[src/segrc_pkg.sv]
// Shared widths, types and corner/side codes for the segment-rectangle collision test.
`timescale 1ns / 1ps
`default_nettype none
package segrc_pkg;

	localparam int COORD_W    = 16;
	localparam int DIFF_W     = COORD_W + 1;
	localparam int MULT_W     = 2 * DIFF_W;
	localparam int SUM_W      = MULT_W + 1;
	localparam int PIPE_DEPTH = 5;
	localparam int CNT_W      = $clog2(PIPE_DEPTH + 1);

	localparam int NUM_SIDES = 4;
	localparam int NUM_CNR   = 4;

	typedef logic signed [COORD_W-1:0] coord_t;
	typedef logic signed [DIFF_W-1:0]  diff_t;
	typedef logic signed [MULT_W-1:0]  mult_t;
	typedef logic [1:0]                cnr_idx_t;
	typedef logic [1:0]                side_idx_t;

	localparam cnr_idx_t CNR_LL = 2'd0;
	localparam cnr_idx_t CNR_LH = 2'd1;
	localparam cnr_idx_t CNR_HL = 2'd2;
	localparam cnr_idx_t CNR_HH = 2'd3;

	localparam side_idx_t SIDE_L = 2'd0;
	localparam side_idx_t SIDE_B = 2'd1;
	localparam side_idx_t SIDE_R = 2'd2;
	localparam side_idx_t SIDE_T = 2'd3;

	localparam cnr_idx_t SIDE_P3 [NUM_SIDES] = '{CNR_LL, CNR_LL, CNR_HL, CNR_LH};
	localparam cnr_idx_t SIDE_P4 [NUM_SIDES] = '{CNR_LH, CNR_HL, CNR_HH, CNR_HH};

	typedef struct packed {
		diff_t                  dx;
		diff_t                  dy;
		diff_t                  exl;
		diff_t                  exh;
		diff_t                  eyl;
		diff_t                  eyh;
		logic                   in_box;
		logic [NUM_SIDES-1:0]   coll;
		logic [NUM_SIDES-1:0]   strad;
	} prep_t;

	typedef struct packed {
		mult_t                  cx_l;
		mult_t                  cx_h;
		mult_t                  cy_l;
		mult_t                  cy_h;
		mult_t                  dt_xl;
		mult_t                  dt_xh;
		mult_t                  dt_yl;
		mult_t                  dt_yh;
		mult_t                  sq_x;
		mult_t                  sq_y;
		logic                   in_box;
		logic [NUM_SIDES-1:0]   coll;
		logic [NUM_SIDES-1:0]   strad;
	} prod_set_t;

endpackage
`default_nettype wire

[src/segrc_if.sv]
// Query and result channel interfaces.
`timescale 1ns / 1ps
`default_nettype none


interface segrc_out_if;
	logic valid;
	logic ready;
	logic collides;

	modport source (output valid, collides, input ready);
	modport sink (input valid, collides, output ready);
endinterface
`default_nettype wire

[src/segrc_eval.sv]
// Corner cross and dot sums (stage 4) and the side decision into the result register (stage 5).
`timescale 1ns / 1ps
`default_nettype none
module segrc_eval import segrc_pkg::*; (
	input  wire logic       clk,
	input  wire logic       arst_n,
	input  wire logic       prod_valid,
	output logic            prod_ready,
	input  wire prod_set_t  prod,
	segrc_out_if.source     result
);

	logic v_s4, v_s5;
	logic rdy_s4, rdy_s5;

	mult_t cx_l, cx_h, cy_l, cy_h, dt_xl, dt_xh, dt_yl, dt_yh, sq_x, sq_y;

	logic signed [SUM_W-1:0] cr_d  [NUM_CNR];
	logic signed [SUM_W-1:0] dot_d [NUM_CNR];
	logic signed [SUM_W-1:0] cr_s4  [NUM_CNR];
	logic signed [SUM_W-1:0] dot_s4 [NUM_CNR];
	logic signed [SUM_W-1:0] sq_s4;
	logic                    in_box_s4;
	logic [NUM_SIDES-1:0]    coll_s4, strad_s4;
	logic                    collides_s5;

	logic [NUM_CNR-1:0]   cpos, tneg, tgt;
	logic [NUM_SIDES-1:0] side_hit;
	logic                 hit_d;

	assign cx_l  = prod.cx_l;
	assign cx_h  = prod.cx_h;
	assign cy_l  = prod.cy_l;
	assign cy_h  = prod.cy_h;
	assign dt_xl = prod.dt_xl;
	assign dt_xh = prod.dt_xh;
	assign dt_yl = prod.dt_yl;
	assign dt_yh = prod.dt_yh;
	assign sq_x  = prod.sq_x;
	assign sq_y  = prod.sq_y;

	assign rdy_s5          = !v_s5 || result.ready;
	assign rdy_s4          = !v_s4 || rdy_s5;
	assign prod_ready      = rdy_s4;
	assign result.valid    = v_s5;
	assign result.collides = collides_s5;

	always_ff @(posedge clk or negedge arst_n) begin
		if (!arst_n) begin
			v_s4 <= 1'b0;
			v_s5 <= 1'b0;
		end else begin
			if (rdy_s4) begin
				v_s4 <= prod_valid;
			end
			if (rdy_s5) begin
				v_s5 <= v_s4;
			end
		end
	end

	always_comb begin
		cr_d[CNR_LL]  = SUM_W'(cx_l) - SUM_W'(cy_l);
		cr_d[CNR_LH]  = SUM_W'(cx_l) - SUM_W'(cy_h);
		cr_d[CNR_HL]  = SUM_W'(cx_h) - SUM_W'(cy_l);
		cr_d[CNR_HH]  = SUM_W'(cx_h) - SUM_W'(cy_h);
		dot_d[CNR_LL] = SUM_W'(dt_xl) + SUM_W'(dt_yl);
		dot_d[CNR_LH] = SUM_W'(dt_xl) + SUM_W'(dt_yh);
		dot_d[CNR_HL] = SUM_W'(dt_xh) + SUM_W'(dt_yl);
		dot_d[CNR_HH] = SUM_W'(dt_xh) + SUM_W'(dt_yh);
	end

	always_ff @(posedge clk) begin
		if (rdy_s4 && prod_valid) begin
			for (int c = 0; c < NUM_CNR; c++) begin
				cr_s4[c]  <= cr_d[c];
				dot_s4[c] <= dot_d[c];
			end
			sq_s4     <= SUM_W'(sq_x) + SUM_W'(sq_y);
			in_box_s4 <= prod.in_box;
			coll_s4   <= prod.coll;
			strad_s4  <= prod.strad;
		end
	end

	always_comb begin
		for (int c = 0; c < NUM_CNR; c++) begin
			cpos[c] = !cr_s4[c][SUM_W-1] && (cr_s4[c] != '0);
			tneg[c] = dot_s4[c][SUM_W-1];
			tgt[c]  = dot_s4[c] > sq_s4;
		end
		for (int k = 0; k < NUM_SIDES; k++) begin
			if (coll_s4[k]) begin
				side_hit[k] = !((tneg[SIDE_P3[k]] && tneg[SIDE_P4[k]])
					|| (tgt[SIDE_P3[k]] && tgt[SIDE_P4[k]]));
			end else if (strad_s4[k]) begin
				side_hit[k] = cpos[SIDE_P3[k]] ^ cpos[SIDE_P4[k]];
			end else begin
				side_hit[k] = 1'b0;
			end
		end
		hit_d = in_box_s4 || (|side_hit);
	end

	always_ff @(posedge clk) begin
		if (rdy_s5 && v_s4) begin
			collides_s5 <= hit_d;
		end
	end

endmodule
`default_nettype wire

[src/flat_wrapper.sv]
// flat-port wrapper written by rule: the top's interface ports become plain ports
module segrc_eval_flat import segrc_pkg::*;
  (clk, arst_n, prod_valid, prod_ready, prod, result_valid, result_collides, result_ready);
  segrc_out_if result_i ();
  input  wire logic clk;
  input  wire logic arst_n;
  input  wire logic prod_valid;
  output logic prod_ready;
  input  wire prod_set_t prod;
  output wire logic [$bits(result_i.valid)-1:0] result_valid;
  output wire logic [$bits(result_i.collides)-1:0] result_collides;
  input wire logic [$bits(result_i.ready)-1:0] result_ready;
  assign result_valid = result_i.valid;
  assign result_collides = result_i.collides;
  assign result_i.ready = result_ready;
  segrc_eval u_core (.clk(clk), .arst_n(arst_n), .prod_valid(prod_valid), .prod_ready(prod_ready), .prod(prod), .result(result_i));
endmodule
[config.mk]
export PLATFORM = sky130hd
export DESIGN_NAME = segrc_eval_flat
export DESIGN_NICKNAME = d
export VERILOG_FILES = /design/src/segrc_pkg.sv /design/src/segrc_if.sv /design/src/segrc_eval.sv /design/src/flat_wrapper.sv
export SDC_FILE = /design/constraint.sdc
export NUM_CORES = 1
export LEC_CHECK = 0
export BUFFER_PORTS_ARGS = -buffer_cell sky130_fd_sc_hd__buf_2
export CORE_MARGIN = 2
export CORE_UTILIZATION = 40
export CTS_CLUSTER_DIAMETER = 150
export CTS_CLUSTER_SIZE = 40
export DETAILED_ROUTE_END_ITERATION = 12
export GPL_TIMING_DRIVEN = 0
export PLACE_DENSITY = 0.69
export SYNTH_ARGS = -nofsm -noshare
export SYNTH_HDL_FRONTEND = slang
export SYNTH_SLANG_ARGS = --single-unit
[constraint.sdc]
create_clock -name clk -period 8.1 [get_ports clk]
set_input_delay 0.81 -clock clk [delete_from_list [all_inputs] [get_ports clk]]
set_output_delay 0.81 -clock clk [all_outputs]
set_load 0.1 [all_outputs]
==> impl_summary.md <==
STA
In the final timing run, aggregate negative setup slack is 0 ps. The worst hold margin is 431 ps. The total count of max-transition violations in the final report is 0. Setup repair after global routing left no endpoint under its margin.

Headroom to the max-slew limit came out at 7.74%. The final critical path takes up 50.1% of the cycle. On the final layout, the worst clock skew is 32.3 ps. The count of endpoints failing hold in the final timing report was 0. At the pin with the least slew margin, the transition time is 1350 ps.

The maximum frequency from static timing analysis is 0.246 GHz. The final setup violation count is 0. The time the final worst path needs with I/O delays and setup is 4060 ps.

Yosys
The count of synthesis-stage warnings from yosys is 0. The synthesized design contains 325 enable-type register cells. The cell area after technology mapping is 28100 um2.

In the synthesized netlist, the number of instances is 2894. Yosys attributes the largest share of cell area to edfxtp_1, ha_1, xnor2_1. The dominant synthesized flop cell is edfxtp_1. The post-synthesis area per instance is 9.71 um2. After synthesis the netlist holds a flip-flop and latch count of 327. The biggest area consumer among synthesized cells is edfxtp_1. The share of synthesized area occupied by flip-flops and latches is 34.9%. Synthesis produced a netlist with a net count of 3702. After synthesis, the netlist uses 78 different library cells. In this run the biggest area consumer among cell types represents 34.7% of the synthesized area. The share of flip-flops with an asynchronous set or reset is 0.612%.

CTS
The tree built by TritonCTS fans out to 327 sinks. At the later pin of the worst-skew pair, clock insertion delay measures 580 ps. The H-tree level count is 1.

TritonCTS built the clock tree. The clock transition time at the flip-flop clock pins of the worst setup and hold paths is 170 ps. The number of buffers added by the clock tree synthesis step is 13. Once the clock tree was built, the resizer swapped 0 gates to a different size. The clock passes through at most 3 buffers. The root buffer cell is clkbuf_16.

Pwr
Dividing total power by cell area gives a power density of 161 nW/um2. IR analysis of the VDD net gives a maximum drop of 126 uV. Summed over all cells, the static leakage comes to 13.9 nW.

Worst setup path
In this run the worst path has a maximum fanout of 5. STA puts the critical path data arrival time at 4380 ps. The worst setup path is captured at a flop. The worst setup path category is input pin to flop. The worst setup path is launched from an input pin.

The required time of the critical path is 8420 ps.

Floorplan
The initial core utilization is 40.3%. The die height is 269 um. The die covers 72400 um2. The number of top-level pins is 356. The die is 269 um wide.

The area of the core is 69800 um2. In this run the core area contains 97 standard-cell rows.

GRT
The number of antenna violations at the first check in global routing was 26. The via count of the first global-routing pass is 21609. The overall fraction of global-route tracks in use is 22.2%.

The final global-route overflow total is 0. Entering global routing, the biggest net connects 63 pins. The global-route wire length before repair is 122 mm.

Outcome
The run finished with clean final reports.

Routing
For this run, design rule violations remaining after detail routing come to 0. The total vias in the final route is 23623. The sum of routed wire length over all layers is 82.8 mm.

The DRC violation total after the first TritonRoute iteration is 2002. The number of iterations in the first detailed-routing pass is 9. In this run the remaining antenna-violating nets after routing total 0. The via count normalized by instance count is 5.59. In the final routed layout, each cell accounts on average for 19.6 um.

Layout
The library cell used most frequently in the layout, excluding fill and tap cells, is ha_1. The share of cells above drive strength 1 is 12.7%. The count of nets after finishing is 4079. Cells fill 45.4% of the core in the end. In the layout the commonest cells are ha_1, buf_2, edfxtp_1. The signed area change from the synthesized netlist to the final layout is 12.7%.

Place
At the end of routability-driven placement, the weighted congestion stood at 0.968. The total of buffers placed on input and output ports is 355. Detailed placement finished with a half-perimeter wire length of 69.4 mm.

Min path
The worst hold-check path type is input pin to flop.

Job
Max-cap violations in this run came to 0.
-- synth_stat cells, types with 8 or more instances --
master,count
o21ai_0,149
nand2_1,135
nor2b_1,52
o211ai_1,16
a31o_2,11
o22ai_1,10
edfxtp_1,325
nor2_1,205
a211oi_1,43
a21o_1,147
o21ai_1,32
a2111oi_0,13
and3_1,26
ha_1,446
and2_1,18
a21boi_0,11
o21bai_1,34
nor4_1,39
nand4_1,60
nand2b_1,45
inv_1,211
xor2_1,62
o21a_1,56
o31a_1,10
clkbuf_1,11
a31oi_1,15
a21oi_1,269
fa_1,9
xnor2_1,180
or3_1,18
nor3_1,59
nand3_1,49
o31ai_1,8
-- final cells by class --
class / count / area [um2]
Fill cell: 6675 / 38100
Multi-Input combinational cell: 2345 / 17500
Sequential cell: 327 / 9810
Timing Repair Buffer: 362 / 1940
Tap cell: 940 / 1180
Inverter: 211 / 792
Clock buffer: 14 / 329
Clock inverter: 7 / 103
Buffer: 11 / 41.3
Antenna cell: 7 / 17.5
-- report_power, final --
part / switching (mW) / total (mW) / internal, mW
registers: 0.0679 / 2.23 / 2.16
clock network: 0.606 / 0.929 / 0.323
logic: 1.13 / 1.94 / 0.804
-- layer usage --
| layer | GRT usage, % | up-vias | wire [um] |
|---|---|---|---|
| met5 | 0 | - | 181 |
| met4 | 5.96 | 28 | 2260 |
| met3 | 5.36 | 134 | 7640 |
| met2 | 34.9 | 873 | 36100 |
| met1 | 30.4 | 10918 | 36600 |
| li1 | - | 11670 | - |
-- final timing paths --
path	end	start	depth (start not counted)	slack, ps
worst max register to register	u_core.result.collides	u_core.cr_s4[3][24]	10	4760
worst min register to register	u_core.result.valid	u_core.v_s4	1	520
max in group asynchronous	u_core.v_s4	arst_n	2	7460
worst min-delay path	u_core.coll_s4[0]	prod[4]	1	430
worst max-delay path	u_core.sq_s4[31]	prod[12]	12	4040
min in group asynchronous	u_core.result.valid	arst_n	2	550
-- critical path, stage by stage --
cell	delay, ps
buf_2	100
ha_1	340
a21oi_1	160
nor2b_1	60
a311o_1	380
a31oi_1	930
o21ai_1	510
a31o_1	400
o211a_1	270
o21a_1	170
nor2_1	120
xnor2_1	90
-- state kept, by name, summed over array words and instances, names as in the netlist --
name                    flops
u_core.coll_s4              4
u_core.cr_s4              140
u_core.dot_s4             140
u_core.in_box_s4            1
u_core.result.collides      1
u_core.result.valid         1
u_core.sq_s4               35
u_core.strad_s4             4
u_core.v_s4                 1
-- timing repair --
action / in CTS / in global routing
setup buffers: 0 / 0
hold buffers: 1 / 0
endpoints found under the hold margin: 2 / 0
-- stage by stage --
step	cells	worst slack (ps)	total power, mW	area, um2
floorplan	2894	1790	3.60	28100
global placement	4189	811	4.15	31100
detailed placement	4195	3490	4.18	31200
CTS	4217	4070	5.10	31700
global route	4219	3920	5.40	31700
finish	4224	4040	5.10	31700
-- logic make-up after synthesis --
group | after synthesis | synth area share [%]
buffers and inverters | 222 | 2.96
DFF | 327 | 34.9
and+or+nand+nor | 733 | 13.0
muxes | 1 | 0.0356
xor gates and xnor gates | 242 | 7.54
AOI/OAI and AO/OA | 914 | 21.1
adders and majority gates | 455 | 20.5
(Power assumes the default switching activity.)
