<file path="src/segrc_pkg.sv">
// Shared widths, types and corner/side codes for the segment-rectangle collision test.
`timescale 1ns / 1ps
`default_nettype none
package segrc_pkg;

	localparam int COORD_W    = 16;
	localparam int DIFF_W     = COORD_W + 1;
	localparam int MULT_W     = 2 * DIFF_W;
	localparam int SUM_W      = MULT_W + 1;
	localparam int PIPE_DEPTH = 5;
	localparam int CNT_W      = $clog2(PIPE_DEPTH + 1);

	localparam int NUM_SIDES = 4;
	localparam int NUM_CNR   = 4;

	typedef logic signed [COORD_W-1:0] coord_t;
	typedef logic signed [DIFF_W-1:0]  diff_t;
	typedef logic signed [MULT_W-1:0]  mult_t;
	typedef logic [1:0]                cnr_idx_t;
	typedef logic [1:0]                side_idx_t;

	localparam cnr_idx_t CNR_LL = 2'd0;
	localparam cnr_idx_t CNR_LH = 2'd1;
	localparam cnr_idx_t CNR_HL = 2'd2;
	localparam cnr_idx_t CNR_HH = 2'd3;

	localparam side_idx_t SIDE_L = 2'd0;
	localparam side_idx_t SIDE_B = 2'd1;
	localparam side_idx_t SIDE_R = 2'd2;
	localparam side_idx_t SIDE_T = 2'd3;

	localparam cnr_idx_t SIDE_P3 [NUM_SIDES] = '{CNR_LL, CNR_LL, CNR_HL, CNR_LH};
	localparam cnr_idx_t SIDE_P4 [NUM_SIDES] = '{CNR_LH, CNR_HL, CNR_HH, CNR_HH};

	typedef struct packed {
		diff_t                  dx;
		diff_t                  dy;
		diff_t                  exl;
		diff_t                  exh;
		diff_t                  eyl;
		diff_t                  eyh;
		logic                   in_box;
		logic [NUM_SIDES-1:0]   coll;
		logic [NUM_SIDES-1:0]   strad;
	} prep_t;

	typedef struct packed {
		mult_t                  cx_l;
		mult_t                  cx_h;
		mult_t                  cy_l;
		mult_t                  cy_h;
		mult_t                  dt_xl;
		mult_t                  dt_xh;
		mult_t                  dt_yl;
		mult_t                  dt_yh;
		mult_t                  sq_x;
		mult_t                  sq_y;
		logic                   in_box;
		logic [NUM_SIDES-1:0]   coll;
		logic [NUM_SIDES-1:0]   strad;
	} prod_set_t;

endpackage
`default_nettype wire

</file>
<file path="src/segrc_if.sv">
// Query and result channel interfaces.
`timescale 1ns / 1ps
`default_nettype none
interface segrc_in_if import segrc_pkg::*; ();
	logic   valid;
	logic   ready;
	coord_t seg_ax;
	coord_t seg_ay;
	coord_t seg_bx;
	coord_t seg_by;
	coord_t box_ax;
	coord_t box_ay;
	coord_t box_bx;
	coord_t box_by;

	modport source (output valid, seg_ax, seg_ay, seg_bx, seg_by,
		box_ax, box_ay, box_bx, box_by, input ready);
	modport sink (input valid, seg_ax, seg_ay, seg_bx, seg_by,
		box_ax, box_ay, box_bx, box_by, output ready);
endinterface

`default_nettype wire

</file>
<file path="src/segrc_prep.sv">
// Corner sort, coordinate differences and axis-aligned side sign flags (stages 1 and 2).
`timescale 1ns / 1ps
`default_nettype none
module segrc_prep import segrc_pkg::*; (
	input  wire logic       clk,
	input  wire logic       arst_n,
	segrc_in_if.sink        query,
	output logic            prep_valid,
	input  wire logic       prep_ready,
	output prep_t           prep
);

	logic   v_s1, v_s2;
	logic   rdy_s1, rdy_s2;
	coord_t ax_s1, ay_s1, bx_s1, by_s1, lx_s1, ly_s1, hx_s1, hy_s1;
	prep_t  prep_s2;
	prep_t  prep_d;

	logic                 w_pos, h_pos, in_a, in_b;
	logic [NUM_SIDES-1:0] pos_a, pos_b, zero_a, zero_b;

	assign rdy_s2      = !v_s2 || prep_ready;
	assign rdy_s1      = !v_s1 || rdy_s2;
	assign query.ready = rdy_s1;
	assign prep_valid  = v_s2;
	assign prep        = prep_s2;

	always_ff @(posedge clk or negedge arst_n) begin
		if (!arst_n) begin
			v_s1 <= 1'b0;
			v_s2 <= 1'b0;
		end else begin
			if (rdy_s1) begin
				v_s1 <= query.valid;
			end
			if (rdy_s2) begin
				v_s2 <= v_s1;
			end
		end
	end

	// sort corners on the way in
	always_ff @(posedge clk) begin
		if (rdy_s1 && query.valid) begin
			ax_s1 <= query.seg_ax;
			ay_s1 <= query.seg_ay;
			bx_s1 <= query.seg_bx;
			by_s1 <= query.seg_by;
			lx_s1 <= (query.box_ax > query.box_bx) ? query.box_bx : query.box_ax;
			hx_s1 <= (query.box_ax > query.box_bx) ? query.box_ax : query.box_bx;
			ly_s1 <= (query.box_ay > query.box_by) ? query.box_by : query.box_ay;
			hy_s1 <= (query.box_ay > query.box_by) ? query.box_ay : query.box_by;
		end
	end

	always_comb begin
		w_pos = hx_s1 > lx_s1;
		h_pos = hy_s1 > ly_s1;
		in_a  = (ax_s1 >= lx_s1) && (ax_s1 <= hx_s1) && (ay_s1 >= ly_s1) && (ay_s1 <= hy_s1);
		in_b  = (bx_s1 >= lx_s1) && (bx_s1 <= hx_s1) && (by_s1 >= ly_s1) && (by_s1 <= hy_s1);

		pos_a[SIDE_L]  = h_pos && (ax_s1 > lx_s1);
		zero_a[SIDE_L] = !h_pos || (ax_s1 == lx_s1);
		pos_b[SIDE_L]  = h_pos && (bx_s1 > lx_s1);
		zero_b[SIDE_L] = !h_pos || (bx_s1 == lx_s1);

		pos_a[SIDE_B]  = w_pos && (ay_s1 < ly_s1);
		zero_a[SIDE_B] = !w_pos || (ay_s1 == ly_s1);
		pos_b[SIDE_B]  = w_pos && (by_s1 < ly_s1);
		zero_b[SIDE_B] = !w_pos || (by_s1 == ly_s1);

		pos_a[SIDE_R]  = h_pos && (ax_s1 > hx_s1);
		zero_a[SIDE_R] = !h_pos || (ax_s1 == hx_s1);
		pos_b[SIDE_R]  = h_pos && (bx_s1 > hx_s1);
		zero_b[SIDE_R] = !h_pos || (bx_s1 == hx_s1);

		pos_a[SIDE_T]  = w_pos && (ay_s1 < hy_s1);
		zero_a[SIDE_T] = !w_pos || (ay_s1 == hy_s1);
		pos_b[SIDE_T]  = w_pos && (by_s1 < hy_s1);
		zero_b[SIDE_T] = !w_pos || (by_s1 == hy_s1);

		prep_d.dx     = DIFF_W'(bx_s1) - DIFF_W'(ax_s1);
		prep_d.dy     = DIFF_W'(by_s1) - DIFF_W'(ay_s1);
		prep_d.exl    = DIFF_W'(lx_s1) - DIFF_W'(ax_s1);
		prep_d.exh    = DIFF_W'(hx_s1) - DIFF_W'(ax_s1);
		prep_d.eyl    = DIFF_W'(ly_s1) - DIFF_W'(ay_s1);
		prep_d.eyh    = DIFF_W'(hy_s1) - DIFF_W'(ay_s1);
		prep_d.in_box = in_a || in_b;
		prep_d.coll   = zero_a & zero_b;
		prep_d.strad  = pos_a ^ pos_b;
	end

	always_ff @(posedge clk) begin
		if (rdy_s2 && v_s1) begin
			prep_s2 <= prep_d;
		end
	end

endmodule
`default_nettype wire

</file>
<file path="src/flat_wrapper.sv">
// flat-port wrapper written by rule: the top's interface ports become plain ports
module segrc_prep_flat import segrc_pkg::*;
  (clk, arst_n, prep_valid, prep_ready, prep, query_valid, query_seg_ax, query_seg_ay, query_seg_bx, query_seg_by, query_box_ax, query_box_ay, query_box_bx, query_box_by, query_ready);
  segrc_in_if query_i ();
  input  wire logic clk;
  input  wire logic arst_n;
  output logic prep_valid;
  input  wire logic prep_ready;
  output prep_t prep;
  input wire logic [$bits(query_i.valid)-1:0] query_valid;
  input wire logic [$bits(query_i.seg_ax)-1:0] query_seg_ax;
  input wire logic [$bits(query_i.seg_ay)-1:0] query_seg_ay;
  input wire logic [$bits(query_i.seg_bx)-1:0] query_seg_bx;
  input wire logic [$bits(query_i.seg_by)-1:0] query_seg_by;
  input wire logic [$bits(query_i.box_ax)-1:0] query_box_ax;
  input wire logic [$bits(query_i.box_ay)-1:0] query_box_ay;
  input wire logic [$bits(query_i.box_bx)-1:0] query_box_bx;
  input wire logic [$bits(query_i.box_by)-1:0] query_box_by;
  output wire logic [$bits(query_i.ready)-1:0] query_ready;
  assign query_i.valid = query_valid;
  assign query_i.seg_ax = query_seg_ax;
  assign query_i.seg_ay = query_seg_ay;
  assign query_i.seg_bx = query_seg_bx;
  assign query_i.seg_by = query_seg_by;
  assign query_i.box_ax = query_box_ax;
  assign query_i.box_ay = query_box_ay;
  assign query_i.box_bx = query_box_bx;
  assign query_i.box_by = query_box_by;
  assign query_ready = query_i.ready;
  segrc_prep u_core (.clk(clk), .arst_n(arst_n), .query(query_i), .prep_valid(prep_valid), .prep_ready(prep_ready), .prep(prep));
endmodule
</file>
<file path="config.mk">
export PLATFORM = sky130hd
export DESIGN_NAME = segrc_prep_flat
export DESIGN_NICKNAME = d
export VERILOG_FILES = /design/src/segrc_pkg.sv /design/src/segrc_if.sv /design/src/segrc_prep.sv /design/src/flat_wrapper.sv
export SDC_FILE = /design/constraint.sdc
export NUM_CORES = 1
export LEC_CHECK = 0
export BUFFER_PORTS_ARGS = -buffer_cell sky130_fd_sc_hd__buf_2
export CAP_MARGIN = 20
export CORE_MARGIN = 1.5
export CORE_UTILIZATION = 55
export DETAILED_ROUTE_END_ITERATION = 12
export PLACE_DENSITY = 0.89
export SYNTH_ARGS = -nofsm -noshare
export SYNTH_HDL_FRONTEND = slang
export SYNTH_SLANG_ARGS = --single-unit
export TNS_END_PERCENT = 1
</file>
<file path="constraint.sdc">
create_clock -name clk -period 5.4 [get_ports clk]
set_input_delay 0.27 -clock clk [delete_from_list [all_inputs] [get_ports clk]]
set_output_delay 0.27 -clock clk [all_outputs]
set_load 0.005 [all_outputs]
</file>
==> summary.md, run 1 <==
| Metric | Value |
|---|---|
| Outcome | `finished, final reports clean` |
| Clock sink count | `241` |
| Max Root-Sink Buffers | `3` |
| Hold_ws | `0.0467 ns` |
| Crit Path Max Fanout | `4` |
| Peak VDD IR | `0.214 mV` |
| IO Pins | `245` |
| Final ANT Viol Nets | `0` |
| Post-synthesis sequential area ratio | `44.9%` |
| Synth Area in Compound Gates | `13.7%` |
| Total core area | `28800 µm²` |
| Final hold vios | `0` |
| Overall routing resource usage | `29.9%` |
| RSZ-0062 raised after global routing | `false` |
| Initial Utilization | `56.0%` |
| Max-cap violations | `0` |
| Leak | `8.68 nW` |
| Req. time, crit path | `5.68 ns` |
| Synth Warn # | `0` |
| H-tree depth | `1` |
| Data arrival, critical path | `3.13 ns` |
| Critical-path cell list | `inv_1 -> ha_1 -> nor2b_1 -> o21a_1 -> o31ai_1 -> nand3b_1 -> a22oi_1 -> xnor2_1 -> nor2_1` |
| Final Critical Period | `2.85 ns` |
| ANT cells | `0` |
| Setup TNS Final | `0 ns` |
| Utilization after layout | `67.2%` |
| Final wirelength | `46100 µm` |
| Port Buffers | `244` |
| DR WL/cell | `21.2 µm` |
| Chip height | `174 µm` |
| Layout cell share with drive strength beyond 1 | `19.3%` |
| Slowest stage delay, CP | `0.56 ns` |
| Highest-delay cell along the critical path | `a22oi_1` |
| R2r setup slk | `2.55 ns` |
| Synth area leader | `edfxtp_1` |
| Mux share of post-synthesis cell area | `4.86%` |
| Die X | `174 µm` |
| RePlAce Congestion | `0.967` |
| Synth Area per Inst | `11.2 µm²` |
| Dpl hpwl | `34400 µm` |
| Synth area leaders | `edfxtp_1 45%, ha_1 18%, inv_1 3.8%` |
| Synth Register Bits | `241` |
| Met1 Usage GRT | `41.4%` |
| Nets@finish | `2131` |
| Antenna violations before repair | `0` |
| Min-delay worst type | `in -> reg` |
| DIE AREA | `30300 µm²` |
| Critical Setup Path Class | `reg -> reg` |
| Vias/cell | `6.01` |
| Final Max Tran Viols | `0` |
| Asr flop ratio synth | `0.830%` |
| Non-filler cells, final | `2169` |
| CTS tree | `built` |
| Top delay family on crit path | `compound AO/OA/AOI/OAI gates` |
| Post-Syn Area | `16100 µm²` |
| Post-Synth Adder-Cell Area | `18.5%` |
| Vias in the first global route | `12600` |
| Slew margin rel. | `38.5%` |
| Total number of vias | `13000` |
| Worst Max-Slew Pin Slew | `0.922 ns` |
| Initial DRC count | `1494` |
| Commonest non-fill, non-tap cells in the layout | `244 x buf_2, 239 x edfxtp_1, 228 x ha_1, 163 x inv_1, 95 x a21oi_1` |
| Fmax achieved | `351 MHz` |
| CP Buf/Inv Count | `1` |
| Root buf cell | `clkbuf_16` |
| Worst skew pair latency | `0.56 ns` |
| Row count | `62` |
| Congestion Overflow GR | `0` |
| FILL cells | `2036` |
| Main combinational cell family by area after synthesis | `adder cells` |
| Post-synth top area share | `44.6%` |
| Layout area overhead | `20.1%` |
| Synth Flop Type | `edfxtp_1` |
| Grt peak-use layer | `met2` |
| Drt pass-1 iters | `6` |
| Setup violations, final | `0` |
| Startpoint Class | `flip-flop` |
| M3 GR Usage | `5.05%` |
| Most common cell after layout, fill and taps aside | `buf_2` |
| Syn_nets | `1802` |
| Met2 usage | `47.0%` |
| Simple-gate area share of the yosys netlist | `9.91%` |
| Final Skew | `0.0221 ns` |
| Crit path capture type | `flip-flop` |
| Placed insts | `2053` |
| Period utilization | `52.8%` |
| DRC Markers | `0` |
| Post-synthesis xor/xnor area fraction | `3.97%` |
| Pin count of the biggest net entering global routing | `91` |
| CTS buffer count | `27` |
| Post-Syn Instances | `1436` |
| PD cells | `311 nW/µm²` |
| Global-route wire length before repair | `69500 µm` |
| Reg clk slew, reported paths | `0.06 ns` |
| Netlist cell types | `73` |
| Number of synthesized flops with an enable pin | `239` |
[Yosys cell counts, types with 9 or more instances]
| master | n |
|---|---|
| nor2b_1 | 28 |
| xor2_1 | 22 |
| clkbuf_1 | 9 |
| a21o_1 | 46 |
| ha_1 | 228 |
| nor2_1 | 73 |
| edfxtp_1 | 239 |
| a21oi_1 | 97 |
| and2_1 | 9 |
| nand3_1 | 24 |
| nand2b_1 | 13 |
| o21ai_1 | 11 |
| o211ai_1 | 13 |
| o21ai_0 | 34 |
| mux2_1 | 28 |
| mux2_2 | 37 |
| nor3_1 | 27 |
| o31a_1 | 11 |
| o21bai_1 | 9 |
| and3_1 | 11 |
| xnor2_1 | 51 |
| nand4_1 | 31 |
| o21a_1 | 37 |
| nand2_1 | 56 |
| inv_1 | 163 |
| a31oi_1 | 13 |
[worst paths after layout]
path,cells past startpoint,to,from
worst max register to register,9,u_core.prep[0],u_core.ax_s1[1]
worst max-delay path,9,u_core.prep[0],u_core.ax_s1[1]
min in group asynchronous,2,u_core.v_s1,arst_n
worst min-delay path,2,u_core.hx_s1[8],query_box_bx[8]
worst min register to register,1,u_core.prep_valid,u_core.v_s1
max in group asynchronous,2,u_core.prep_valid,arst_n
[cell type report]
class / count / area, µm² / area share, %
Sequential cell: 241 / 7230 / 37.4
Tap cell: 384 / 480 / 2.48
Clock inverter: 20 / 196 / 1.02
Timing Repair Buffer: 315 / 1940 / 10.0
Inverter: 163 / 612 / 3.16
Multi-Input combinational cell: 1017 / 8210 / 42.4
Clock buffer: 29 / 683 / 3.53
[layer usage]
| layer | wire length, µm | part of all wire [%] |
|---|---|---|
| met1 | 19200 | 42 |
| met2 | 20400 | 44 |
| met3 | 4700 | 10 |
| met4 | 1760 | 3.8 |
| met5 | 0 | 0 |
[registers in the layout, summed over array words and instances (netlist names)]
signal,flops
u_core.prep,111
u_core.ax_s1,16
u_core.ay_s1,16
u_core.bx_s1,16
u_core.by_s1,16
u_core.hx_s1,16
u_core.hy_s1,16
u_core.lx_s1,16
u_core.ly_s1,16
u_core.prep_valid,1
u_core.v_s1,1
[through the flow]
| step | cell area [µm²] | power [mW] | worst slack (ns) |
|---|---|---|---|
| floorplan | 16100 | 3.54 | 1.39 |
| global placement | 17800 | 4.03 | 2.38 |
| detailed placement | 17800 | 4.10 | 2.28 |
| CTS | 19300 | 5.96 | 2.62 |
| global route | 19300 | 6.26 | 2.43 |
| finish | 19300 | 6.02 | 2.55 |
[logic make-up after synthesis]
logic type / count (synthesis)
compound gates: 330
simple gates: 310
flops: 241
fa+ha+maj: 234
buf+inv: 178
xor+xnor: 73
mux: 70
[where the power goes]
| group | switching, mW | internal [mW] | total (mW) |
|---|---|---|---|
| clock | 0.789 | 1.06 | 1.85 |
| combinational | 0.915 | 0.722 | 1.64 |
| sequential | 0.152 | 2.37 | 2.53 |
| total | 1.86 | 4.16 | 6.02 |
[what timing repair did]
action                                 in CTS  in global routing
endpoints found under the hold margin      67                  0
gates resized for setup                     0                  0
hold buffers                               66                  0
buffers inserted                            0                  0
(Power assumes the default switching activity.)
==> inputs of run 2 (changes only) <==
Settings changed: CORE_UTILIZATION 55 to 53.
Clock period 5.4 ns to 2.55 ns, I/O delays scaled along.
==> run 2 against run 1 <==
The run now ends with setup timing left. Highest routed layer unchanged. Worst hold slack better by 0.25 ns. Largest power group unchanged. Sequential cell count unchanged. Via count increased by 5.9%.
==> summary.md, run 2 (synthesis gave the netlist of run 1 again) <==
| Metric | Value |
|---|---|
| Reg clk slew, reported paths | `0.06 ns (about the same)` |
| Crit Path Max Fanout | `2 (-2)` |
| Initial Utilization | `54.1% (-1.9 points)` |
| Max reg flops | `111 (unchanged)` |
| Outcome | `complete, but fails checks` |
| Row count | `63 (+1.6%)` |
| Drt pass-1 iters | `6 (unchanged)` |
| Global-route wire length before repair | `73700 µm (+6.1%)` |
| Vias/cell | `5.96 (-0.76%)` |
| CP Buf/Inv Count | `1 (unchanged)` |
| RSZ-0062 raised after global routing | `true` |
| Nets@finish | `2269 (+6.5%)` |
| Non-filler cells, final | `2314 (+6.7%)` |
| Req. time, crit path | `2.84 ns (-2.84 ns)` |
| H-tree depth | `1 (unchanged)` |
| DR WL/cell | `21.6 µm (+1.5%)` |
| Total number of vias | `13800 (+5.9%)` |
| Top delay family on crit path | `compound AO/OA/AOI/OAI gates` |
| IO Pins | `245 (unchanged)` |
| Slowest stage delay, CP | `0.41 ns (-0.15 ns)` |
| Slew margin rel. | `52.2% (+14 points)` |
| Leak | `9.38 nW (+8.0%)` |
| DIE AREA | `31400 µm² (+3.7%)` |
| Commonest non-fill, non-tap cells in the layout | `244 x buf_2, 239 x edfxtp_1, 222 x ha_1, 155 x inv_1, 133 x dlygate4sd3_1` |
| Most common cell after layout, fill and taps aside | `buf_2` |
| Vias in the first global route | `13600 (+7.4%)` |
| Power Total | `13.3 mW (+120%)` |
| Final Skew | `0.0108 ns (-0.0113 ns)` |
| Final ANT Viol Nets | `0 (unchanged)` |
| Initial DRC count | `1433 (-4.1%)` |
| Final Critical Period | `2.56 ns (-0.291 ns)` |
| Crit path capture type | `flip-flop` |
| Clock sink count | `241 (unchanged)` |
| Dpl hpwl | `36400 µm (+5.8%)` |
| Utilization after layout | `70.1% (+2.9 points)` |
| PD cells | `637 nW/µm² (+100%)` |
| DRC Markers | `0 (unchanged)` |
| Critical-path cell list | `inv_2 -> ha_4 -> fa_2 -> nor2b_4 -> o31a_1 -> o41a_1 -> a211o_1 -> a31o_1 -> a21oi_2 -> xnor2_1` |
| Max-cap violations | `0 (unchanged)` |
| CTS buffer count | `26 (-3.7%)` |
| Peak VDD IR | `0.503 mV (+130%)` |
| Pin count of the biggest net entering global routing | `129 (+42%)` |
| Port Buffers | `244 (unchanged)` |
| Worst skew pair latency | `0.55 ns (about the same)` |
| Cell Area, Placed | `18400 µm² (+3.2%)` |
| Layout area overhead | `29.7%` |
| Max Root-Sink Buffers | `3 (unchanged)` |
| CTS tree | `built` |
| Total core area | `29800 µm² (+3.5%)` |
| Hold_ws | `0.300 ns (+0.253 ns)` |
| Root buf cell | `clkbuf_16` |
| Setup violations, final | `1 (+1)` |
| Overall routing resource usage | `30.9% (+1.1 points)` |
| Period utilization | `100% (+48 points)` |
| Setup TNS Final | `-0.0113 ns (-0.0113 ns)` |
| Antenna violations before repair | `1 (+1)` |
| Min-delay worst type | `in -> reg` |
| Congestion Overflow GR | `0 (unchanged)` |
| Data arrival, critical path | `2.85 ns (-0.28 ns)` |
| Setup ws final | `-0.0113 ns (-2.56 ns)` |
| Startpoint Class | `flip-flop` |
| Worst Max-Slew Pin Slew | `0.717 ns (-0.205 ns)` |
| Final wirelength | `49900 µm (+8.3%)` |
| RePlAce Congestion | `0.986 (+1.9%)` |
| Failing checks | `setup timing` |
| Placed insts | `2126 (+3.6%)` |
| Chip height | `177 µm (+1.8%)` |
| Die X | `177 µm (+1.8%)` |
| Final hold vios | `0 (unchanged)` |
| Fmax achieved | `390 MHz (+11%)` |
| Final Max Tran Viols | `0 (unchanged)` |
| Finished Cell Area | `20900 µm² (+8.0%)` |
| Layout cell share with drive strength beyond 1 | `23.7% (+4.4 points)` |
| Highest-delay cell along the critical path | `edfxtp_1` |
| Critical Setup Path Class | `reg -> reg` |
| DP Worst Slack | `-0.0549 ns (-2.34 ns)` |
[run 2: routing by layer]
layer	routed length [µm]	up-vias	track usage, %
met5	0	-	0
met1	20000	6532	41.5
met2	22700	813	50.1
met4	2010	0	12.3
met3	5180	138	5.10
li1	-	6312	-
[run 2: final timing paths]
check | slack [ns] | to | depth (start not counted) | from
max in group asynchronous | 1.97 | u_core.prep_valid | 3 | arst_n
max reg2reg | -0.01 | u_core.prep[23] | 10 | u_core.hy_s1[0]
max | -0.01 | u_core.prep[23] | 10 | u_core.hy_s1[0]
min reg2reg | 0.54 | u_core.prep_valid | 1 | u_core.v_s1
min | 0.30 | u_core.ay_s1[9] | 2 | query_seg_ay[9]
min in group asynchronous | 0.44 | u_core.v_s1 | 3 | arst_n
[run 2: area by class of cell]
class	instances	area, µm²
diodes	1	2.50
clock buffers	28	679
clock inverters	20	226
fillers	2047	8900
inverters	163	612
multi-input cells	1017	8430
flip-flops and latches	241	7230
well taps	390	488
repair buffers	454	3230
[run 2: repair_timing]
item	4_1_cts	5_1_grt
endpoints found under the setup margin	7	67
hold endpoints to repair	127	0
gates cloned	0	1
hold buffers	133	0
buffers inserted	0	5
pin swaps	2	13
gates resized for setup	5	51
[run 2: report_power, final]
part	total (mW)	internal, mW	switching [mW]
Sequential	5.31	5.03	0.287
Clock	4.03	2.42	1.60
Combinational	3.98	1.83	2.15
[run 2: worst register-to-register path, cell delays in order, from the launching register on]
cell	delay, ns
edfxtp_1	0.41
inv_2	0.10
ha_4	0.14
fa_2	0.23
nor2b_4	0.05
o31a_1	0.25
o41a_1	0.34
a211o_1	0.33
a31o_1	0.23
a21oi_2	0.14
xnor2_1	0.07
==> inputs of run 3 (changes only) <==
Settings changed: CORE_UTILIZATION 53 to 55.
Clock period 2.55 ns to 2.4 ns, I/O delays scaled along.
==> run 3 against run 2 <==
The flow still finishes with violations (setup timing). Register-to-register slack worse by 0.36 ns. Global-route usage increased by 3.7 points. Clock skew up 0.0082 ns. Largest power group unchanged. Critical endpoint is now u_core.prep[8]. Worst setup slack got worse by 0.36 ns. Combinational power grew 17%. Critical path depth shrank 1.
==> summary.md, run 3 (synthesis gave the netlist of run 1 again) <==
| Metric | Value |
|---|---|
| Outcome | `complete, but fails checks` |
| Failing checks | `setup timing` |
| Crit Path Max Fanout | `4 (+2)` |
| IO Pins | `245 (unchanged)` |
| CP Buf/Inv Count | `1 (unchanged)` |
| Congestion Overflow GR | `0 (unchanged)` |
| Total number of vias | `14800 (+7.1%)` |
| Top delay family on crit path | `compound AO/OA/AOI/OAI gates` |
| Req. time, crit path | `2.71 ns (-0.13 ns)` |
| Commonest non-fill, non-tap cells in the layout | `244 x buf_2, 239 x edfxtp_1, 217 x ha_1, 176 x buf_4, 149 x inv_1` |
| Data arrival, critical path | `3.08 ns (+0.23 ns)` |
| Layout area overhead | `34.6%` |
| Final ANT Viol Nets | `0 (unchanged)` |
| Initial Utilization | `56.0% (+1.9 points)` |
| Setup TNS Final | `-7.33 ns (-7.32 ns)` |
| CTS buffer count | `27 (+3.8%)` |
| DIE AREA | `30300 µm² (-3.6%)` |
| Period utilization | `116% (+15 points)` |
| DRC Markers | `0 (unchanged)` |
| Overall routing resource usage | `34.7% (+3.7 points)` |
| Antenna violations before repair | `0 (-1)` |
| Slowest stage delay, CP | `0.48 ns (+0.07 ns)` |
| Worst Max-Slew Pin Slew | `0.739 ns (+0.0215 ns)` |
| Leak | `9.87 nW (+5.2%)` |
| Critical-path cell list | `inv_1 -> ha_1 -> nand4_1 -> nor3_4 -> o2bb2ai_1 -> a311oi_2 -> mux2i_2 -> o21a_1 -> o2bb2ai_1` |
| Crit path capture type | `flip-flop` |
| PD cells | `663 nW/µm² (+4.0%)` |
| Highest-delay cell along the critical path | `edfxtp_1` |
| Final hold vios | `0 (unchanged)` |
| Row count | `62 (-1.6%)` |
| Vias/cell | `6.12 (+2.7%)` |
| Fmax achieved | `361 MHz (-7.7%)` |
| Final wirelength | `56400 µm (+13%)` |
| Layout cell share with drive strength beyond 1 | `29.4% (+5.7 points)` |
| Clock sink count | `241 (unchanged)` |
| Most used cell, CP | `o2bb2ai_1` |
| Slew margin rel. | `50.7% (-1.4 points)` |
| Peak VDD IR | `0.536 mV (+6.6%)` |
| Most common cell after layout, fill and taps aside | `buf_2` |
| Chip height | `174 µm (-1.8%)` |
| Critical Setup Path Class | `reg -> reg` |
| Final Critical Period | `2.77 ns (+0.212 ns)` |
| Setup violations, final | `64 (+63)` |
| RSZ-0062 raised after global routing | `true` |
| Worst skew pair latency | `0.56 ns (about the same)` |
| ANT cells | `0 (-1)` |
| Non-filler cells, final | `2413 (+4.3%)` |
| Power Total | `14.4 mW (+7.9%)` |
| Max reg flops | `111 (unchanged)` |
| Root buf cell | `clkbuf_16` |
| Vias in the first global route | `14700 (+8.1%)` |
| Final Skew | `0.0190 ns (+0.00817 ns)` |
| Max Root-Sink Buffers | `3 (unchanged)` |
| Dpl hpwl | `37400 µm (+2.6%)` |
| Initial DRC count | `1674 (+17%)` |
| Final Max Tran Viols | `0 (unchanged)` |
| Utilization after layout | `75.3% (+5.2 points)` |
| FILL cells | `1778 (-13%)` |
| Die X | `174 µm (-1.8%)` |
| Startpoint Class | `flip-flop` |
| Drt pass-1 iters | `5 (-1)` |
| Nets@finish | `2377 (+4.8%)` |
| Setup ws final | `-0.374 ns (-0.362 ns)` |
| Placed insts | `2221 (+4.5%)` |
| Pin count of the biggest net entering global routing | `77 (-40%)` |
| H-tree depth | `1 (unchanged)` |
| RePlAce Congestion | `0.968 (-1.8%)` |
| DR WL/cell | `23.4 µm (+8.4%)` |
| Global-route wire length before repair | `80800 µm (+9.7%)` |
| Min-delay worst type | `in -> reg` |
| Total core area | `28800 µm² (-3.4%)` |
| Reg clk slew, reported paths | `0.07 ns (about the same)` |
| CTS tree | `built` |
| Max-cap violations | `0 (unchanged)` |
| Port Buffers | `244 (unchanged)` |
run 3: final cells by class:
class	instances	area (µm²)	area share, %
inverter	163	612	2.82
clock buffer	33	698	3.22
clock inverter	14	124	0.571
sequential	241	7230	33.3
timing repair buffer	561	3990	18.4
tap	384	480	2.22
multi-input combinational	1017	8540	39.4
run 3: worst register-to-register path, stage by stage (launching register included):
cell	delay [ns]
edfxtp_1	0.48
inv_1	0.09
ha_1	0.36
nand4_1	0.25
nor3_4	0.40
o2bb2ai_1	0.30
a311oi_2	0.10
mux2i_2	0.22
o21a_1	0.20
o2bb2ai_1	0.12
run 3: stage by stage:
step                hold WS (ns)  worst slack [ns]  area [µm²]
floorplan                 -0.176           -0.0439       16100
global route               0.279            -0.413       21700
detailed placement       -0.0913            -0.191       19100
CTS                        0.266            -0.151       21300
finish                     0.266            -0.374       21700
global placement         -0.0944           -0.0856       19100
run 3: timing repair:
| item | in CTS | in global routing |
|---|---|---|
| pin swaps | 7 | 18 |
| setup buffers | 2 | 8 |
| hold endpoints to repair | 132 | 0 |
| endpoints found under the setup margin | 36 | 111 |
| cloned | 0 | 2 |
| hold buffers | 133 | 0 |
| resized for setup | 22 | 82 |
run 3: worst paths after layout:
check	from	to	slack [ns]	depth (start not counted)
min in group asynchronous	arst_n	u_core.prep_valid	0.44	3
max in group asynchronous	arst_n	u_core.v_s1	1.83	3
hold / removal	query_seg_by[3]	u_core.by_s1[3]	0.27	2
setup / recovery	u_core.hy_s1[15]	u_core.prep[8]	-0.37	9
hold reg to reg	u_core.v_s1	u_core.prep_valid	0.55	1
setup reg to reg	u_core.hy_s1[15]	u_core.prep[8]	-0.37	9
run 3: per-layer routing:
layer	global-route usage [%]	wire length, µm
met5	0	0
met4	11.7	2910
met3	5.91	6160
met2	57.8	25800
met1	45.9	21600
run 3: where the power goes:
part	switching, mW	internal (mW)
clock	1.76	2.27
sequential	0.328	5.34
combinational	2.49	2.18
